===== src/hw/rtl/mhpq_pkg.sv =====
`timescale 1ns / 1ps
// Shared types and constants for the max-heap priority queue.
package mhpq_pkg;

    localparam int CAPACITY = 256;
    localparam int ADDR_W   = $clog2(CAPACITY);
    localparam int CNT_W    = $clog2(CAPACITY + 1);
    localparam int DATA_W   = 32;

    typedef enum logic [1:0] {
        ST_PUSHED = 2'd0,
        ST_POPPED = 2'd1,
        ST_FULL   = 2'd2,
        ST_EMPTY  = 2'd3
    } status_t;

    localparam logic OP_PUSH = 1'b0;
    localparam logic OP_POP  = 1'b1;

    // classified work handed from front to back; count is entries after the beat
    typedef struct packed {
        status_t                   status;
        logic signed [DATA_W-1:0]  value;
        logic [CNT_W-1:0]          count;
    } cmd_t;

    typedef struct packed {
        logic signed [DATA_W-1:0]  popped_value;
        status_t                   status;
        logic [CNT_W-1:0]          entries;
    } res_t;

endpackage


===== src/hw/rtl/mhpq_out_q.sv =====
`timescale 1ns / 1ps
// Two-entry result queue feeding the output ports.
module mhpq_out_q (
    input  logic                           clk,
    input  logic                           rst_n,
    input  logic                           res_push,
    input  mhpq_pkg::res_t                 res,
    output logic                           res_full,
    input  logic                           pop,
    output logic                           empty,
    output mhpq_pkg::res_t                 res_out
);
    import mhpq_pkg::*;

    res_t       q_mem_reg [2];
    logic       wr_ptr_reg, wr_ptr_next;
    logic       rd_ptr_reg, rd_ptr_next;
    logic [1:0] fill_reg, fill_next;
    logic       take;

    assign res_full = (fill_reg == 2'd2);
    assign empty    = (fill_reg == 2'd0);
    assign res_out  = q_mem_reg[rd_ptr_reg];
    assign take     = pop && !empty;

    always_comb
    begin
        wr_ptr_next = res_push ? ~wr_ptr_reg : wr_ptr_reg;
        rd_ptr_next = take ? ~rd_ptr_reg : rd_ptr_reg;
        case ({res_push, take})
            2'b10:   fill_next = fill_reg + 2'd1;
            2'b01:   fill_next = fill_reg - 2'd1;
            default: fill_next = fill_reg;
        endcase
    end

    always_ff @(posedge clk or negedge rst_n)
    begin
        if (!rst_n)
        begin
            wr_ptr_reg <= 1'b0;
            rd_ptr_reg <= 1'b0;
            fill_reg   <= 2'd0;
        end
        else
        begin
            wr_ptr_reg <= wr_ptr_next;
            rd_ptr_reg <= rd_ptr_next;
            fill_reg   <= fill_next;
        end
    end

    always_ff @(posedge clk)
    begin
        if (res_push)
        begin
            q_mem_reg[wr_ptr_reg] <= res;
        end
    end

endmodule


===== config.mk =====
export PLATFORM = sky130hd
export DESIGN_NAME = mhpq_out_q
export DESIGN_NICKNAME = d
export VERILOG_FILES = /design/src/hw/rtl/mhpq_pkg.sv /design/src/hw/rtl/mhpq_out_q.sv
export SDC_FILE = /design/constraint.sdc
export NUM_CORES = 1
export LEC_CHECK = 0
export BUFFER_PORTS_ARGS = -buffer_cell sky130_fd_sc_hd__buf_2
export CORE_MARGIN = 2
export CORE_UTILIZATION = 40
export DETAILED_ROUTE_END_ITERATION = 6
export SYNTH_ARGS = -nofsm -noshare
export SYNTH_HDL_FRONTEND = slang
export SYNTH_SLANG_ARGS = --single-unit

===== constraint.sdc =====
create_clock -name clk -period 5.4 [get_ports clk]
set_input_delay 0.27 -clock clk [delete_from_list [all_inputs] [get_ports clk]]
set_output_delay 0.27 -clock clk [all_outputs]
set_load 0.03 [all_outputs]

After elaboration in Yosys (flattened, before gate mapping). Memories as Yosys holds them, arrays and structs flattened. Cells that the tools add are included.

Register bits: 4. Memory bits (writable): 86. Output and inout bits: 45. Logic and storage cells: 18. Memories: 1.

Memory list: q_mem_reg (words 2, width 43, rd ports 1, clocked after Yosys merged registers in 0, wr ports 1, RTL line mhpq_out_q.sv:15) `res_t q_mem_reg [2];`.

Add/subtract/negate cells: 2. Equal/unequal tests: 3. Multiplexer cells: 3. Bitwise logic cells: 2. Reduce and logical (&&, ||, !) cells: 4.

Operator list (number): 2-bit equality test (second input constant) (2); 2-bit case mux with 2 select lines (1); 2-bit by 1-bit adder with 2-bit output (second input constant) (1); 2-bit by 1-bit equality test with 1-bit output (second input constant) (1); 2-bit zero test (1); 1-bit two-way mux (2); 1-bit NOT (2); 2-bit nonzero test (1); 2-bit by 1-bit subtractor with 2-bit output (second input constant) (1); 1-bit logical AND (1); 1-bit zero test (1).

Longest topological paths before layout. Gate-level depths: netlist of run 1.

Depth in word-level cells: 5. Mapped depth: 6. Gate-level depth less buffers: 6.

Least setup slack after synthesis of run 1. No wires, ideal clock.

Path kind: register to register. Start: register wr_ptr_reg. End: memory q_mem_reg[0][0] (netlist bit) (enable). Library setup time: 0.444 ns. Data arrival time: 2.213 ns. Required time: 4.956 ns. Slack: 2.742 ns. Stages on the path, launching flop included: 2. Path buffers: 0. Period minus slack after synthesis: 2.658 ns. Cells stage by stage: dfrtp_1 -> nor2_1.

RTL lines: start: declaration (RTL line mhpq_out_q.sv:16) `logic wr_ptr_reg, wr_ptr_next;`; start signal: assignment (RTL line mhpq_out_q.sv:47) `wr_ptr_reg <= wr_ptr_next;`; end: declaration (RTL line mhpq_out_q.sv:15).

Straight into the memory's write port.

==> results_dict.tcl, run 1 <==
set metrics [dict create \
    cts.reportedPaths.clkPinSlew_ps 80 \
    p_sw_share_pct 34.35 \
    cp_top_family "flip-flops" \
    cts.path.max_buffers 2 \
    path_buf_inv 2 \
    antenna_cells 0 \
    power_leakage_uw 0.001710 \
    synth_flop_cell "edfxtp_1" \
    cts_sinks 90 \
    numCtsBuffers 9 \
    ys_ff_latch 90 \
    initial_core_util_pct 40.70 \
    avgSynthCellArea_sq_um 23.16 \
    slowest_delay_ps 830 \
    die_y_microns 97.50 \
    wl_per_cell_microns 14.58 \
    area_delta_synth_final_pct 21.32 \
    power_uw 2364 \
    fin_util_pct 49.37 \
    worst_setup_path_end_kind "output pin" \
    critPathSlowestCell "dfrtp_2" \
    worst_hold_path_type "in2reg" \
    grt_usage_pct 11.47 \
    cts_hold_repair.buffers 1 \
    grt_pass1_wl_mm 8.328 \
    grt_start_max_net_pins 44 \
    htreeDepth 3 \
    grt_pass1_vias 1737 \
    cts.repair.resized 0 \
    vdd_drop_max_uv 259.3 \
    cp_max_fo 23 \
    dpl_cell_area_sq_um 4021 \
    fin_area_sq_um 4243 \
    maxSlewHeadroom_pct 28.91 \
    syn_nets 199 \
    antenna_found_initial 0 \
    setup_violations 0 \
    fmax_mhz 406.1 \
    dp_hpwl_mm 3.495 \
    layout-drive-gt1-share_pct 59.77 \
    final_max_slew_viol_count 0 \
    post-route-period-util_pct 45.60 \
    drc 0 \
    insertion_delay_ps 340 \
    ys_warn_count 0 \
    holdWs_ps 108.8 \
    cts_setup_buffers 0 \
    vias_per_cell 4.505 \
    worstMarginPinSlew_ps 1066 \
    crit_path_cell_trace "buf_4, mux2_4, buf_2" \
    switchingPower_uw 811.9 \
    arrival_ps 2190 \
    layout.nets 299 \
    grt-ovfl-total 0 \
    ant_nets 0 \
    finalWirelength_mm 5.306 \
    yosysUniqueCellTypes 14 \
    core-area_sq_um 8593 \
    synthArstFlopShare_pct 4.444 \
    critPathKind "reg2out" \
    drt_iter0_markers 32 \
    syn_inst 151 \
    multi_input_area_sq_um 728.2 \
    synth.most_common_cell "edfxtp_1" \
    comb_power_share_pct 37.0 \
    synthTopCellsByArea "edfxtp_1 (74%), mux2_4 (17%), dfrtp_1 (2.9%)" \
    required_ps 5130 \
    vias 1640 \
    portBuffers 91 \
    std_cell_rows 34 \
    dieArea_sq_um 9506 \
    ys_top_cells_by_count "edfxtp_1 (86), mux2_4 (39), buf_12 (4), dfrtp_1 (4), mux2_2 (4)" \
    power.density_nw_per_um2 557.1 \
    clock_power_share_pct 20.1 \
    synth_top_area_share_pct 73.85 \
    finalClockSkew_ps 8.227 \
    power.share.sequential_pct 42.9 \
    grt_setup_unrepaired "false" \
    fin_crit_ps 2463 \
    die_x_microns 97.50 \
    largest_register_ffs 86 \
    cts_root_buffer "clkbuf_8" \
    cap_violations 0 \
    synth_edf_count 86 \
    seqCellArea_sq_um 2684 \
    yosys.area.top_type "edfxtp_1" \
    nFillCells 751 \
    gp_congestion 0.6532 \
    pin_count 92 \
    ys_seq_area_share_pct 76.71 \
    hold_viol 0 \
    status "complete, no violations" \
    startpoint_type "flop" \
    p_int_uw 1552 \
    drt_pass1_iterations 4 \
    synth_area_sq_um 3497 \
    setup_tns_ps 0 \
    cts_tree "done" \
]
logic make-up after synthesis:
| logic type | count (synthesis) | share of synthesized area [%] |
|---|---|---|
| adders and majority gates | 1 | 0.3577 |
| DFF | 90 | 76.71 |
| muxes | 43 | 18.03 |
| xor gates and xnor gates | 5 | 1.252 |
| and+or+nand+nor | 6 | 0.9305 |
| buffers and inverters | 6 | 2.719 |
stage by stage:
step | worst slack, ps | std cells
finish | 2937 | 364
global route | 2804 | 364
CTS | 2858 | 364
detailed placement | 3240 | 347
global placement | 3269 | 347
floorplan | 2742 | 151
power by group through the flow:
stage	Sequential, uW	Clock (uW)	Combinational [uW]
final	1010	474	875
after global routing	1030	515	929
after CTS	1020	492	891
after detailed placement	1040	0	888
after global placement	1030	0	888
after floorplan	980	0	788
final cells by class:
type	count	area share, %
sequential	90	63.26
inverter	1	0.08847
clock buffer	12	3.185
timing repair buffer	94	11.32
multi-input combinational	55	17.16
clock inverter	4	1.799
tap	108	3.185
per-layer routing:
metal / up-vias / GRT usage [%] / routed length [microns]
met1: 781 / 13.98 / 2298
li1: 782 / - / -
met3: 8 / 4.101 / 438
met2: 69 / 18.25 / 2483
met5: - / 0 / 0
met4: 0 / 5.449 / 87
placed cells by master, fill, tap and decap left out:
master,n
and2_2,1
buf_2,91
buf_4,2
bufinv_16,2
clkbuf_1,3
clkbuf_8,9
clkinv_4,1
clkinvlp_4,1
dfrtp_1,3
dfrtp_2,1
dlygate4sd3_1,1
edfxtp_1,86
ha_1,1
inv_1,1
mux2_2,4
mux2_4,39
nor2_1,2
nor2_4,1
nor2b_1,1
nor2b_2,1
xnor2_1,2
xor2_1,3
final timing paths:
check,startpoint,endpoint,slack (ps),depth (start not counted)
min in group asynchronous,rst_n,fill_reg[0],270,2
min reg2reg,fill_reg[1],fill_reg[1],490,1
max,rd_ptr_reg,res_out[23],2940,3
max reg2reg,wr_ptr_reg,q_mem_reg[1][4],3700,1
min,res[16],q_mem_reg[1][16],110,1
max in group asynchronous,rst_n,rd_ptr_reg,4990,2
Note: power is estimated with default switching activity, not from simulation.
==> run 2, diff against run 1 <==
--- a/config.mk
+++ b/config.mk
@@ -9,6 +9,7 @@
 export CORE_MARGIN = 2
 export CORE_UTILIZATION = 40
 export DETAILED_ROUTE_END_ITERATION = 6
+export PLACE_DENSITY = 0.66
 export SYNTH_ARGS = -nofsm -noshare
 export SYNTH_HDL_FRONTEND = slang
 export SYNTH_SLANG_ARGS = --single-unit
==> constraint.sdc (replaced) <==
create_clock -name clk -period 2 [get_ports clk]
set_input_delay 0.1 -clock clk [delete_from_list [all_inputs] [get_ports clk]]
set_output_delay 0.1 -clock clk [all_outputs]
set_load 0.03 [all_outputs]
==> run 2 against run 1 <==
Compared with the run above:
- critical endpoint is now res_out[38]
- utilization up 5.8 points
- critical path depth unchanged
- register-to-register slack worse by 3100 ps
- count of clock-buffer cells in the layout is 2 lower
- first-iteration DRC count grew 63%
- hold slack got worse by 22 ps
- largest power group unchanged
- largest cell class unchanged
- clock power increased to 2.8 times the previous value
- die area is the same
==> results_dict.tcl, run 2 (synthesis gave the netlist of run 1 again) <==
set metrics [dict create \
    status "complete, no violations" \
    cp_top_family "flip-flops" \
    dp_slack_ps 484.9 \
    critPathKind "reg2out" \
    htreeDepth 3 \
    power_leakage_uw 0.001919 \
    layout.nets 345 \
    die_x_microns 97.50 \
    holdWs_ps 86.90 \
    drt_iter0_markers 52 \
    post-route-period-util_pct 93.55 \
    pin_count 92 \
    final_cells 410 \
    cap_violations 0 \
    hold_viol 0 \
    setup_violations 0 \
    cts_sinks 90 \
    core-area_sq_um 8593 \
    maxSlewHeadroom_pct 69.98 \
    fmax_mhz 534.5 \
    grt_pass1_wl_mm 9.515 \
    final_cell_mix "buf_2 (91), edfxtp_1 (86), dlygate4sd3_1 (45)" \
    numCtsBuffers 9 \
    setup_tns_ps 0 \
    startpoint_type "flop" \
    r2r_cells 2 \
    gp_congestion 0.6836 \
    drt_pass1_iterations 4 \
    drc 0 \
    crit_path_cell_trace "buf_4, mux2_4, buf_2" \
    final_max_slew_viol_count 0 \
    initial_core_util_pct 40.70 \
    rr_startpoint "wr_ptr_reg" \
    path_buf_inv 2 \
    grt-ovfl-total 0 \
    multi_input_area_sq_um 728.2 \
    finalWirelength_mm 6.138 \
    cts_tree "done" \
    nFillCells 696 \
    ant_nets 0 \
    dieArea_sq_um 9506 \
    worst_slack_ps 129.1 \
    grt_start_max_net_pins 32 \
    crit_cells 3 \
    finalClockSkew_ps 8.809 \
    vias 1845 \
    antenna_cells 0 \
    fin_crit_ps 1871 \
    die_y_microns 97.50 \
    worst_hold_path_type "in2async" \
    critPathLaunch "rd_ptr_reg" \
    dp_hpwl_mm 3.806 \
    cts.reportedPaths.clkPinSlew_ps 90 \
    grt_setup_unrepaired "false" \
    worst_setup_path_end_kind "output pin" \
    seqCellArea_sq_um 2684 \
    worstMarginPinSlew_ps 449.3 \
    placed_cells 349 \
    power.density_nw_per_um2 1390 \
    cp_max_fo 13 \
    largest_register_ffs 86 \
    arrival_ps 1770 \
    area_delta_synth_final_pct 35.56 \
    cts_root_buffer "clkbuf_8" \
    cts.repair.resized 0 \
    grt_pass1_vias 1983 \
    layout-drive-gt1-share_pct 51.66 \
    grt_usage_pct 13.20 \
    insertion_delay_ps 350 \
    std_cell_rows 34 \
    vdd_drop_max_uv 677.0 \
    critPathSlowestCell "dfrtp_2" \
    antenna_found_initial 0 \
    cts.path.max_buffers 2 \
    portBuffers 91 \
    final_common_cell "buf_2" \
    slowest_delay_ps 570 \
    vias_per_cell 4.500 \
    wl_per_cell_microns 14.97 \
    required_ps 1900 \
]
run 2: cell count changes in the layout (fill, tap and decap cells not counted):
cell	before	now
dlygate4sd3_1	1	45
clkinv_1	0	1
clkbuf_1	3	1
buf_4	2	1
inv_6	0	1
buf_12	0	3
run 2: path summary, 6_finish.rpt:
| path | endpoint | slack (ps) |
|---|---|---|
| worst max-delay path | res_out[38] | 130 |
| worst min-delay path | fill_reg[1] | 90 |
| worst max register to register | q_mem_reg[1][21] | 570 |
| worst min register to register | fill_reg[1] | 490 |
| max in group asynchronous | rd_ptr_reg | 1770 |
| min in group clk | rd_ptr_reg | 90 |
run 2: area by class of cell:
class	instances	share of cell area (%)
multi-input combinational	55	15.36
inverter	1	0.07918
timing repair buffer	140	20.53
tap	108	2.850
clock buffer	10	2.692
clock inverter	6	1.874
sequential	90	56.61
run 2: report_power, final:
group | internal (uW) | switching, uW | total (uW) | leakage [uW]
clock network | 707 | 612 | 1320 | 0.000105
logic | 1100 | 1500 | 2600 | 0.000962
registers | 2510 | 164 | 2670 | 0.000853
total | 4310 | 2280 | 6590 | 0.00192
run 2: repair_timing:
item                      4_1_cts  5_1_grt
hold buffers                   45        0
hold endpoints to repair       91        0
setup buffers                   0        0
run 2: per-stage QoR:
step / total power (uW) / utilization (%) / cell area, sq um
finish: 6588 / 55.17 / 4741
CTS: 6681 / 55.17 / 4741
detailed placement: 5276 / 47.41 / 4074
global route: 6885 / 55.17 / 4741
global placement: 5261 / 47.41 / 4074
floorplan: 4771 / - / 3500
run 2: metal layers:
| metal | wire length (microns) | share of wire (%) | global-route usage [%] |
|---|---|---|---|
| met2 | 3113 | 51 | 22.12 |
| met5 | 0 | 0 | 0 |
| met3 | 227 | 3.7 | 2.734 |
| met1 | 2633 | 43 | 15.68 |
| met4 | 164 | 2.7 | 7.799 |
