[src/hw/rtl/mhpq_pkg.sv]
`timescale 1ns / 1ps
// Shared types and constants for the max-heap priority queue.
package mhpq_pkg;

    localparam int CAPACITY = 256;
    localparam int ADDR_W   = $clog2(CAPACITY);
    localparam int CNT_W    = $clog2(CAPACITY + 1);
    localparam int DATA_W   = 32;

    typedef enum logic [1:0] {
        ST_PUSHED = 2'd0,
        ST_POPPED = 2'd1,
        ST_FULL   = 2'd2,
        ST_EMPTY  = 2'd3
    } status_t;

    localparam logic OP_PUSH = 1'b0;
    localparam logic OP_POP  = 1'b1;

    // classified work handed from front to back; count is entries after the beat
    typedef struct packed {
        status_t                   status;
        logic signed [DATA_W-1:0]  value;
        logic [CNT_W-1:0]          count;
    } cmd_t;

    typedef struct packed {
        logic signed [DATA_W-1:0]  popped_value;
        status_t                   status;
        logic [CNT_W-1:0]          entries;
    } res_t;

endpackage

[src/hw/rtl/mhpq_front.sv]
`timescale 1ns / 1ps
// Front end: accepts beats, classifies them against a running count, queues commands.
module mhpq_front (
    input  logic                           clk,
    input  logic                           rst_n,
    input  logic                           push,
    output logic                           full,
    input  logic                           op,
    input  logic signed [31:0]             value,
    output logic                           cmd_valid,
    input  logic                           cmd_pop,
    output mhpq_pkg::cmd_t                 cmd
);
    import mhpq_pkg::*;

    logic [CNT_W-1:0] count_reg, count_next;
    cmd_t             q_mem_reg [2];
    logic             wr_ptr_reg, wr_ptr_next;
    logic             rd_ptr_reg, rd_ptr_next;
    logic [1:0]       fill_reg, fill_next;
    logic             accept;
    cmd_t             new_cmd;

    assign full      = (fill_reg == 2'd2);
    assign cmd_valid = (fill_reg != 2'd0);
    assign cmd       = q_mem_reg[rd_ptr_reg];
    assign accept    = push && !full;

    // count runs ahead of the back end; the heap work follows in order
    always_comb
    begin
        count_next     = count_reg;
        new_cmd.value  = value;
        new_cmd.status = ST_PUSHED;
        if (op == OP_PUSH)
        begin
            if (count_reg == CNT_W'(CAPACITY))
            begin
                new_cmd.status = ST_FULL;
            end
            else
            begin
                new_cmd.status = ST_PUSHED;
                count_next     = count_reg + CNT_W'(1);
            end
        end
        else
        begin
            if (count_reg == '0)
            begin
                new_cmd.status = ST_EMPTY;
            end
            else
            begin
                new_cmd.status = ST_POPPED;
                count_next     = count_reg - CNT_W'(1);
            end
        end
        new_cmd.count = count_next;
    end

    always_comb
    begin
        wr_ptr_next = wr_ptr_reg;
        rd_ptr_next = rd_ptr_reg;
        fill_next   = fill_reg;
        if (accept)
        begin
            wr_ptr_next = ~wr_ptr_reg;
        end
        if (cmd_pop)
        begin
            rd_ptr_next = ~rd_ptr_reg;
        end
        case ({accept, cmd_pop})
            2'b10:   fill_next = fill_reg + 2'd1;
            2'b01:   fill_next = fill_reg - 2'd1;
            default: fill_next = fill_reg;
        endcase
    end

    always_ff @(posedge clk or negedge rst_n)
    begin
        if (!rst_n)
        begin
            count_reg  <= '0;
            wr_ptr_reg <= 1'b0;
            rd_ptr_reg <= 1'b0;
            fill_reg   <= 2'd0;
        end
        else
        begin
            if (accept)
            begin
                count_reg <= count_next;
            end
            wr_ptr_reg <= wr_ptr_next;
            rd_ptr_reg <= rd_ptr_next;
            fill_reg   <= fill_next;
        end
    end

    always_ff @(posedge clk)
    begin
        if (accept)
        begin
            q_mem_reg[wr_ptr_reg] <= new_cmd;
        end
    end

endmodule

[config.mk]
export PLATFORM = sky130hd
export DESIGN_NAME = mhpq_front
export DESIGN_NICKNAME = d
export VERILOG_FILES = /design/src/hw/rtl/mhpq_pkg.sv /design/src/hw/rtl/mhpq_front.sv
export SDC_FILE = /design/constraint.sdc
export NUM_CORES = 1
export LEC_CHECK = 0
export ABC_CLOCK_PERIOD_IN_PS = 3730
export BUFFER_PORTS_ARGS = -buffer_cell sky130_fd_sc_hd__buf_2
export CAP_MARGIN = 0
export CORE_MARGIN = 1.5
export CORE_UTILIZATION = 45
export DETAILED_ROUTE_END_ITERATION = 12
export PLACE_DENSITY = 0.67
export REMOVE_ABC_BUFFERS = 1
export SLEW_MARGIN = 15
export SYNTH_ARGS = -nofsm -noshare
export SYNTH_HDL_FRONTEND = slang
export SYNTH_SLANG_ARGS = --single-unit
[constraint.sdc]
create_clock -name clk -period 3.73 [get_ports clk]
set_input_delay 0 -clock clk [delete_from_list [all_inputs] [get_ports clk]]
set_output_delay 0 -clock clk [all_outputs]
set_load 0.005 [all_outputs]
# Word level (Yosys, flattened, before mapping)
# Memories as Yosys holds them, arrays and structs flattened.
# Cells that the tools add are included.
[op_classes] reduce_logical=5 addsub=4 n_eq_ne=4 n_bitwise=2 muxes=9
[ops] cell="9-bit two-way mux" count=3
[ops] cell="9-bit by 1-bit adder with 9-bit output, second input constant" count=1
[ops] cell="9-bit equality test, second input constant" count=1
[ops] cell="9-bit zero test" count=1
[ops] cell="9-bit by 1-bit subtractor with 9-bit output, second input constant" count=1
[ops] cell="2-bit two-way mux" count=3
[ops] cell="2-bit equality test, second input constant" count=2
[ops] cell="2-bit one-hot mux with 2 select lines" count=1
[ops] cell="2-bit nonzero test" count=2
[ops] cell="2-bit by 1-bit adder with 2-bit output, second input constant" count=1
[ops] cell="2-bit by 1-bit equality test with 1-bit output, second input constant" count=1
[ops] cell="1-bit two-way mux" count=2
[ops] cell="1-bit inverter" count=2
[ops] cell="2-bit by 1-bit subtractor with 2-bit output, second input constant" count=1
[ops] cell="1-bit logical AND" count=1
[ops] cell="1-bit zero test" count=1
[totals] reg_bits=13 output_inout_bits=45 ram_bits=86 n_memories=1 in_bits=37
[mem_list] name="q_mem_reg" words=2 word_bits=43 read_ports=1 rd_clocked_by_memory_dff=0 write_ports=1 line="mhpq_front.sv:17" rtl="cmd_t q_mem_reg [2];"

# Longest topological paths before layout
# Gate-level depths: netlist of the first run.
[depth] depth_word=5 depth_mapped=8 depth_no_buf=7

# Worst setup path before layout of the first run
# Ideal clock, no wire load.
[synth_path] path_type="reg2reg" from="register fill_reg[1]" to="memory q_mem_reg[0][0] (netlist name) (enable)" setup_ns=0.443 arrival_time_ns=2.679 path_stages_with_launch=6 slack_ns=0.608 cell_sequence="dfrtp_1 > nor2b_1 > nor2b_1 > buf_4 > inv_2 > nor2_1"
[synth_between] elab_chain_len=5
[synth_lines] item="start, declared" line="mhpq_front.sv:20" rtl="logic [1:0] fill_reg, fill_next;"
[synth_lines] item="start signal, assigned" line="mhpq_front.sv:99" rtl="fill_reg <= fill_next;"
[synth_lines] item="2-bit equality test" line="mhpq_front.sv:24" rtl="assign full = (fill_reg == 2'd2);"
[synth_lines] item="named net full" line="mhpq_front.sv:7" rtl="output logic full,"
[synth_lines] item="1-bit zero test" line="mhpq_front.sv:27" rtl="assign accept = push && !full;"
[synth_lines] item="1-bit logical AND" line="mhpq_front.sv:27"
[synth_lines] item="1-bit two-way mux" line="mhpq_front.sv:105" rtl="if (accept)"
[synth_lines] item="1-bit two-way mux (implied by the code)" line="mhpq_front.sv:107" rtl="q_mem_reg[wr_ptr_reg] <= new_cmd;"
[synth_lines] item="end, declared" line="mhpq_front.sv:17"
# The timed path passes the listed nets, and every way through them passes these cells.

# Worst setup path after layout of the first run
[layout_path] from="register fill_reg[1]" to="memory q_mem_reg[1][7] (netlist name) (enable)"
[layout_between] elab_chain_len=5
[layout_lines] item="2-bit equality test" line="mhpq_front.sv:24"
[layout_lines] item="1-bit zero test" line="mhpq_front.sv:27"
[layout_lines] item="1-bit logical AND" line="mhpq_front.sv:27"
[layout_lines] item="1-bit two-way mux" line="mhpq_front.sv:105"
[layout_lines] item="1-bit two-way mux (implied by the code)" line="mhpq_front.sv:107"
# No other way between the ends.

==> impl_metrics.env, run 1 <==
export IMPL_status="complete, but fails checks"
export IMPL_violations="design-rule violations"
export IMPL_firstDrtPassIters=9
export IMPL_hpwl_microns=4573
export IMPL_grt_max_degree=45
export IMPL_die_area_sq_um=9770
export IMPL_synth_area_leaders="edfxtp_1 62%, mux2_2 12%, dfrtp_1 7.9%"
export IMPL_crit_path_end_kind="flop"
export IMPL_portBuffers=81
export IMPL_finalSetupTns_ps=0
export IMPL_routabilityCongestion=0.8391
export IMPL_cts_num_sinks=99
export IMPL_netlist_top_cells_count="86 x edfxtp_1, 43 x mux2_2, 13 x dfrtp_1"
export IMPL_hp_class="in -> async"
export IMPL_critPathSlowestCell="and2_2"
export IMPL_clk_latency_ps=350
export IMPL_largest_reg_flops=86
export IMPL_rsz0062_at_grt="false"
export IMPL_via_per_inst=5.126
export IMPL_drtAntennaViolNets=0
export IMPL_grt_total_usage_pct=16.24
export IMPL_relSlewSlack_pct=28.67
export IMPL_hold_viol=0
export IMPL_route_detailed_drc=8
export IMPL_finalNetCount=402
export IMPL_grt_pass1_wl_microns=12080
export IMPL_place_inst=425
export IMPL_power_w=0.003663
export IMPL_cts_resized=0
export IMPL_synth_edf_count=86
export IMPL_antenna_found_initial=0
export IMPL_cts_htree_levels=3
export IMPL_synthCells=251
export IMPL_reg2reg_depth=3
export IMPL_synth_top_cell_by_area="edfxtp_1"
export IMPL_synth_simple_area_share_pct=6.416
export IMPL_crit_arrival_ps=2360
export IMPL_synth_top_area_share_pct=62.47
export IMPL_crit_path_end="q_mem_reg[1][7]"
export IMPL_critPathMaxFanout=43
export IMPL_die_w_microns=98.85
export IMPL_grt_pass1_vias=2409
export IMPL_start_util_pct=46.95
export IMPL_syn_area_sq_um=4134
export IMPL_ys_async_sr_fraction_pct=13.13
export IMPL_synth_seq_area_share_pct=70.34
export IMPL_synth_seq_cells=99
export IMPL_cellLeakagePower_nw=1.912
export IMPL_antennaDiodeCount=0
export IMPL_max_freq_mhz=417.9
export IMPL_r2r_slack_ps=1340
export IMPL_synth_mux_area_share_pct=12.20
export IMPL_drt_iter0_markers=115
export IMPL_synth_compound_area_share_pct=3.814
export IMPL_path_cells="nor2b_1 > nor2b_1 > and2_2"
export IMPL_drt_total_wl_microns=7639
export IMPL_crit_top_cell="nor2b_1"
export IMPL_placementRows=34
export IMPL_synth_top_family_by_area="multiplexers"
export IMPL_finalSetupViolCount=0
export IMPL_max_vdd_ir_drop_v=0.0004630
export IMPL_avgSynthCellArea_sq_um=16.47
export IMPL_yosysMostFrequentCell="edfxtp_1"
export IMPL_cts_buffers=9
export IMPL_root_buffer="clkbuf_8"
export IMPL_fin_worst_skew_ps=12.46
export IMPL_drive_above_1_share_pct=40.87
export IMPL_die_h_microns=98.85
export IMPL_cp_slowest_stage_delay_ps=940
export IMPL_coreArea_sq_um=8806
export IMPL_synth_top_flop_cell="edfxtp_1"
export IMPL_max_cap_viol_count=0
export IMPL_period_minus_slack_ps=2393
export IMPL_synth_xor_xnor_area_share_pct=4.025
export IMPL_min_period_over_period_pct=64.16
export IMPL_fin_area_sq_um=5140
export IMPL_tightest_slew_ps=1070
export IMPL_tritoncts="done"
export IMPL_num_vias=2435
export IMPL_final_cells=475
export IMPL_slew_violations=0
export IMPL_cp_start_kind="flop"
export IMPL_cp_required_ps=3700
export IMPL_grt_overflow=0
export IMPL_syn_to_final_growth_pct=24.33
export IMPL_power_density_nw_per_um2=712.7
export IMPL_rr_endpoint="q_mem_reg[1][7]"
export IMPL_io_pins=82
export IMPL_reg2reg_from="fill_reg[1]"
export IMPL_cts_max_path_buffers=2
export IMPL_yosysWarnings=0
export IMPL_clk_pin_slew_worst_paths_ps=100
export IMPL_synth_adder_area_share_pct=0.9080
export IMPL_place_area_sq_um=4608
export IMPL_crit_path_start="fill_reg[1]"
export IMPL_avgRoutedWirePerCell_microns=16.08
export IMPL_critical_path_class="reg -> reg"
export IMPL_ys_types=48
what timing repair did:
item,4_1_cts,5_1_grt
hold buffers,34,0
hold endpoints to repair,79,0
setup buffers,0,0
stage by stage:
stage                     hold WS [ps]  util [%]  setup WS, ps
after floorplan                 -295.6         -         435.1
after global placement          -77.07     52.33          1400
after detailed placement        -81.03     52.33          1317
after CTS                        54.01     58.37          1305
after global routing             87.24     58.37          1182
final                            60.86     58.37          1337
kinds of logic after synthesis:
family	after synthesis
flip-flops	99
AND/OR/NAND/NOR	46
multiplexers	45
AO/OA/AOI/OAI	20
XOR/XNOR	19
buffers and inverters	19
adder cells (fa/ha/maj)	3
worst max-delay path, delay by kind of cell (launching register included):
family / cells / cell delay [ps]
simple gates: 3 / 1560
flops: 1 / 400
worst min-delay path by stage:
stage	start	to	depth (start not counted)	slack, ps
after global routing	rst_n	fill_reg[0]	2	90
after CTS	rst_n	fill_reg[0]	2	50
final	rst_n	fill_reg[0]	2	60
after global placement	rst_n	count_reg[6]	1	-80
after detailed placement	rst_n	count_reg[6]	1	-80
after floorplan	rst_n	count_reg[0]	0	-300
layout make-up:
type	count	area, sq um
flip-flops and latches	99	2909
well taps	108	135.1
fillers	705	3666
clock inverters	5	60.06
clock buffers	11	131.4
repair buffers	116	753.2
multi-input cells	133	1140
inverters	3	11.26
cell usage in the layout, fill, tap and decap left out, types with 2 or more instances in the layout:
cell type / Yosys / final
or2_2: 2 / 2
mux2i_1: 2 / 2
a21oi_1: 3 / 3
edfxtp_1: 86 / 86
dfrtp_1: 13 / 12
nor2_1: 8 / 7
buf_2: 4 / 81
nor3_1: 5 / 5
clkbuf_8: 0 / 9
dlygate4sd3_1: 0 / 34
clkbuf_1: 6 / 2
nand2b_1: 3 / 3
inv_6: 0 / 2
nor3b_1: 3 / 3
nand2_1: 7 / 7
mux2_2: 43 / 43
xor2_1: 8 / 8
xnor2_1: 11 / 11
nand3_1: 3 / 3
o21ai_0: 2 / 2
o22ai_1: 3 / 3
nor2b_1: 2 / 2
ha_1: 3 / 3
and3_1: 2 / 2
inv_1: 2 / 2
power breakdown:
| part | leakage, nW | total (W) | internal (W) | switching [W] |
|---|---|---|---|---|
| Sequential | 0.950 | 0.00185 | 0.00159 | 0.000264 |
| Combinational | 0.868 | 0.00114 | 0.000611 | 0.000524 |
| Clock | 0.0943 | 0.000676 | 0.000315 | 0.000361 |
| Total | 1.91 | 0.00366 | 0.00251 | 0.00115 |
metal layers:
metal	vias to the layer above	track usage, %	wire [microns]
met2	70	26.68	3689
met3	12	3.050	372
met1	1184	21.45	3480
met4	0	6.484	97
li1	1169	-	-
met5	-	0	0
Power figures use the tool's default switching activity.
==> inputs of run 2 (changes only) <==
--- a/config.mk
+++ b/config.mk
@@ -5,7 +5,8 @@
 export SDC_FILE = /design/constraint.sdc
 export NUM_CORES = 1
 export LEC_CHECK = 0
-export ABC_CLOCK_PERIOD_IN_PS = 3730
+export ABC_AREA = 1
+export ABC_CLOCK_PERIOD_IN_PS = 2370
 export BUFFER_PORTS_ARGS = -buffer_cell sky130_fd_sc_hd__buf_2
 export CAP_MARGIN = 0
 export CORE_MARGIN = 1.5
==> constraint.sdc (replaced) <==
create_clock -name clk -period 2.37 [get_ports clk]
set_input_delay 0 -clock clk [delete_from_list [all_inputs] [get_ports clk]]
set_output_delay 0 -clock clk [all_outputs]
set_load 0.005 [all_outputs]
==> impl_metrics.env, run 2 <==
export IMPL_place_inst=479
export IMPL_synth_top_area_share_pct=61.05
export IMPL_cts_setup_buffers=0
export IMPL_cts_resized=0
export IMPL_slew_violations=0
export IMPL_antenna_found_initial=0
export IMPL_placementRows=35
export IMPL_crit_path_end_kind="output port"
export IMPL_synth_seq_cells=99
export IMPL_grt_pass1_vias=2610
export IMPL_reg2reg_depth=8
export IMPL_cp_slowest_stage_delay_ps=790
export IMPL_tightest_slew_ps=637.7
export IMPL_netlist_top_cells_count="86 x edfxtp_1, 50 x nand2_1, 43 x mux2_2"
export IMPL_critPathMaxFanout=26
export IMPL_drt_total_wl_microns=7652
export IMPL_hold_end="q_mem_reg[1][41]"
export IMPL_power_switching_w=0.001964
export IMPL_final_common_cell="edfxtp_1"
export IMPL_syn_to_final_growth_pct=25.79
export IMPL_largest_reg_flops=86
export IMPL_power_density_nw_per_um2=1132
export IMPL_combPwrFrac_pct=34.7
export IMPL_cts_max_path_buffers=2
export IMPL_start_util_pct=46.00
export IMPL_cellLeakagePower_nw=2.117
export IMPL_drt_iter0_markers=129
export IMPL_cp_top_family="flip-flops"
export IMPL_grt_max_degree=29
export IMPL_grt_total_usage_pct=16.23
export IMPL_cts_htree_levels=3
export IMPL_num_vias=2597
export IMPL_max_vdd_ir_drop_v=0.0006049
export IMPL_root_buffer="clkbuf_8"
export IMPL_cts_buffers=9
export IMPL_power_w=0.006024
export IMPL_avgRoutedWirePerCell_microns=14.47
export IMPL_via_per_inst=4.909
export IMPL_yosysWarnings=0
export IMPL_cp_required_ps=2370
export IMPL_max_cap_viol_count=0
export IMPL_cts_num_sinks=99
export IMPL_intPower_w=0.004060
export IMPL_fin_worst_skew_ps=8.838
export IMPL_die_w_microns=99.96
export IMPL_rsz0062_at_grt="false"
export IMPL_drtAntennaViolNets=0
export IMPL_synth_edf_count=86
export IMPL_pwr_share_seq_pct=46.0
export IMPL_coreArea_sq_um=9196
export IMPL_switching_share_pct=32.61
export IMPL_synth_seq_area_share_pct=68.74
export IMPL_place_area_sq_um=4763
export IMPL_finalSetupViolCount=0
export IMPL_period_minus_slack_ps=1970
export IMPL_grt_overflow=0
export IMPL_syn_area_sq_um=4230
export IMPL_grt_pass1_wl_microns=12410
export IMPL_p_clk_share_pct=19.3
export IMPL_clk_pin_slew_worst_paths_ps=90
export IMPL_avgSynthCellArea_sq_um=14.59
export IMPL_min_period_over_period_pct=83.14
export IMPL_synthCells=290
export IMPL_route_detailed_drc=0
export IMPL_hp_class="in -> reg"
export IMPL_cp_start_kind="flop"
export IMPL_drive_above_1_share_pct=42.82
export IMPL_firstDrtPassIters=6
export IMPL_synth_area_leaders="edfxtp_1 61%, mux2_2 11%, dfrtp_1 7.7%"
export IMPL_critical_path_class="reg -> out"
export IMPL_crit_buf_inv=2
export IMPL_yosysMostFrequentCell="edfxtp_1"
export IMPL_worstHoldPathCells=1
export IMPL_relSlewSlack_pct=57.49
export IMPL_final_cells=529
export IMPL_die_area_sq_um=9991
export IMPL_crit_arrival_ps=1970
export IMPL_fin_area_sq_um=5321
export IMPL_io_pins=82
export IMPL_r2r_slack_ps=530
export IMPL_finalSetupTns_ps=0
export IMPL_reg2reg_from="count_reg[0]"
export IMPL_hold_start="op"
export IMPL_ctsHoldBuffers=34
export IMPL_die_h_microns=99.96
export IMPL_portBuffers=81
export IMPL_finalNetCount=453
export IMPL_tritoncts="done"
export IMPL_synth_top_cell_by_area="edfxtp_1"
export IMPL_routabilityCongestion=0.9466
export IMPL_utilization_pct=57.86
export IMPL_path_cells="buf_4 > mux2_2 > buf_2"
export IMPL_critPathSlowestCell="dfrtp_2"
export IMPL_rr_endpoint="q_mem_reg[1][0]"
export IMPL_hpwl_microns=4937
export IMPL_hold_viol=0
export IMPL_ys_types=28
export IMPL_ys_async_sr_fraction_pct=13.13
export IMPL_synth_top_flop_cell="edfxtp_1"
export IMPL_antennaDiodeCount=0
export IMPL_status="finished, final reports clean"
export IMPL_clk_latency_ps=350
export IMPL_max_freq_mhz=507.5
export IMPL_layout_common_cells="86 x edfxtp_1, 81 x buf_2, 50 x nand2_1"
-- run 2: cell type report --
type	count	area (sq um)
inverter	16	60.06
sequential	99	2909
clock inverter	6	90.09
clock buffer	10	127.6
multi-input combinational	166	1205
timing repair buffer	121	790.8
fill	750	3875
tap	111	138.9
-- run 2: per-layer routing --
metal	part of all wire [%]	up-vias	global-route usage [%]
li1	-	1268	-
met1	46	1255	21.25
met2	48	63	26.58
met3	4.1	11	3.134
met4	1.5	0	7.042
met5	0	-	0
-- run 2: cell families after synthesis --
kind of cell,Yosys count,synth area share (%)
AND/OR/NAND/NOR,98,11.77
multiplexers,43,11.45
XOR/XNOR,11,2.277
adder cells (fa/ha/maj),3,0.8874
AO/OA/AOI/OAI,11,1.745
buffers and inverters,25,3.135
flip-flops,99,68.74
-- run 2: metrics by stage --
| step | hold WS, ps | worst slack, ps |
|---|---|---|
| 3_5_place_dp | -76.66 | 551.3 |
| 2_1_floorplan | -295.6 | -512.6 |
| 5_1_grt | 27.25 | 297.2 |
| 4_1_cts | 22.35 | 348.2 |
| 3_3_place_gp | -69.04 | 624.1 |
| 6_report | 38.71 | 399.6 |
-- run 2: how the worst max path moves through the flow --
stage                      end         start  slack (ps)  cells after the start
2_1_floorplan  q_mem_reg[1][0]   fill_reg[1]        -510                      3
3_3_place_gp   q_mem_reg[0][0]  count_reg[0]         620                      8
3_5_place_dp   q_mem_reg[0][0]  count_reg[0]         550                      8
4_1_cts                cmd[11]    rd_ptr_reg         350                      3
5_1_grt                cmd[12]    rd_ptr_reg         300                      3
6_report               cmd[11]    rd_ptr_reg         400                      3
-- run 2: power by group through the flow --
stage	combinational [W]	clock [W]	sequential, W
after floorplan	0.00132	0	0.00278
after CTS	0.00213	0.00120	0.00277
after detailed placement	0.00207	0	0.00281
after global placement	0.00205	0	0.00280
after global routing	0.00233	0.00127	0.00282
final	0.00209	0.00116	0.00277
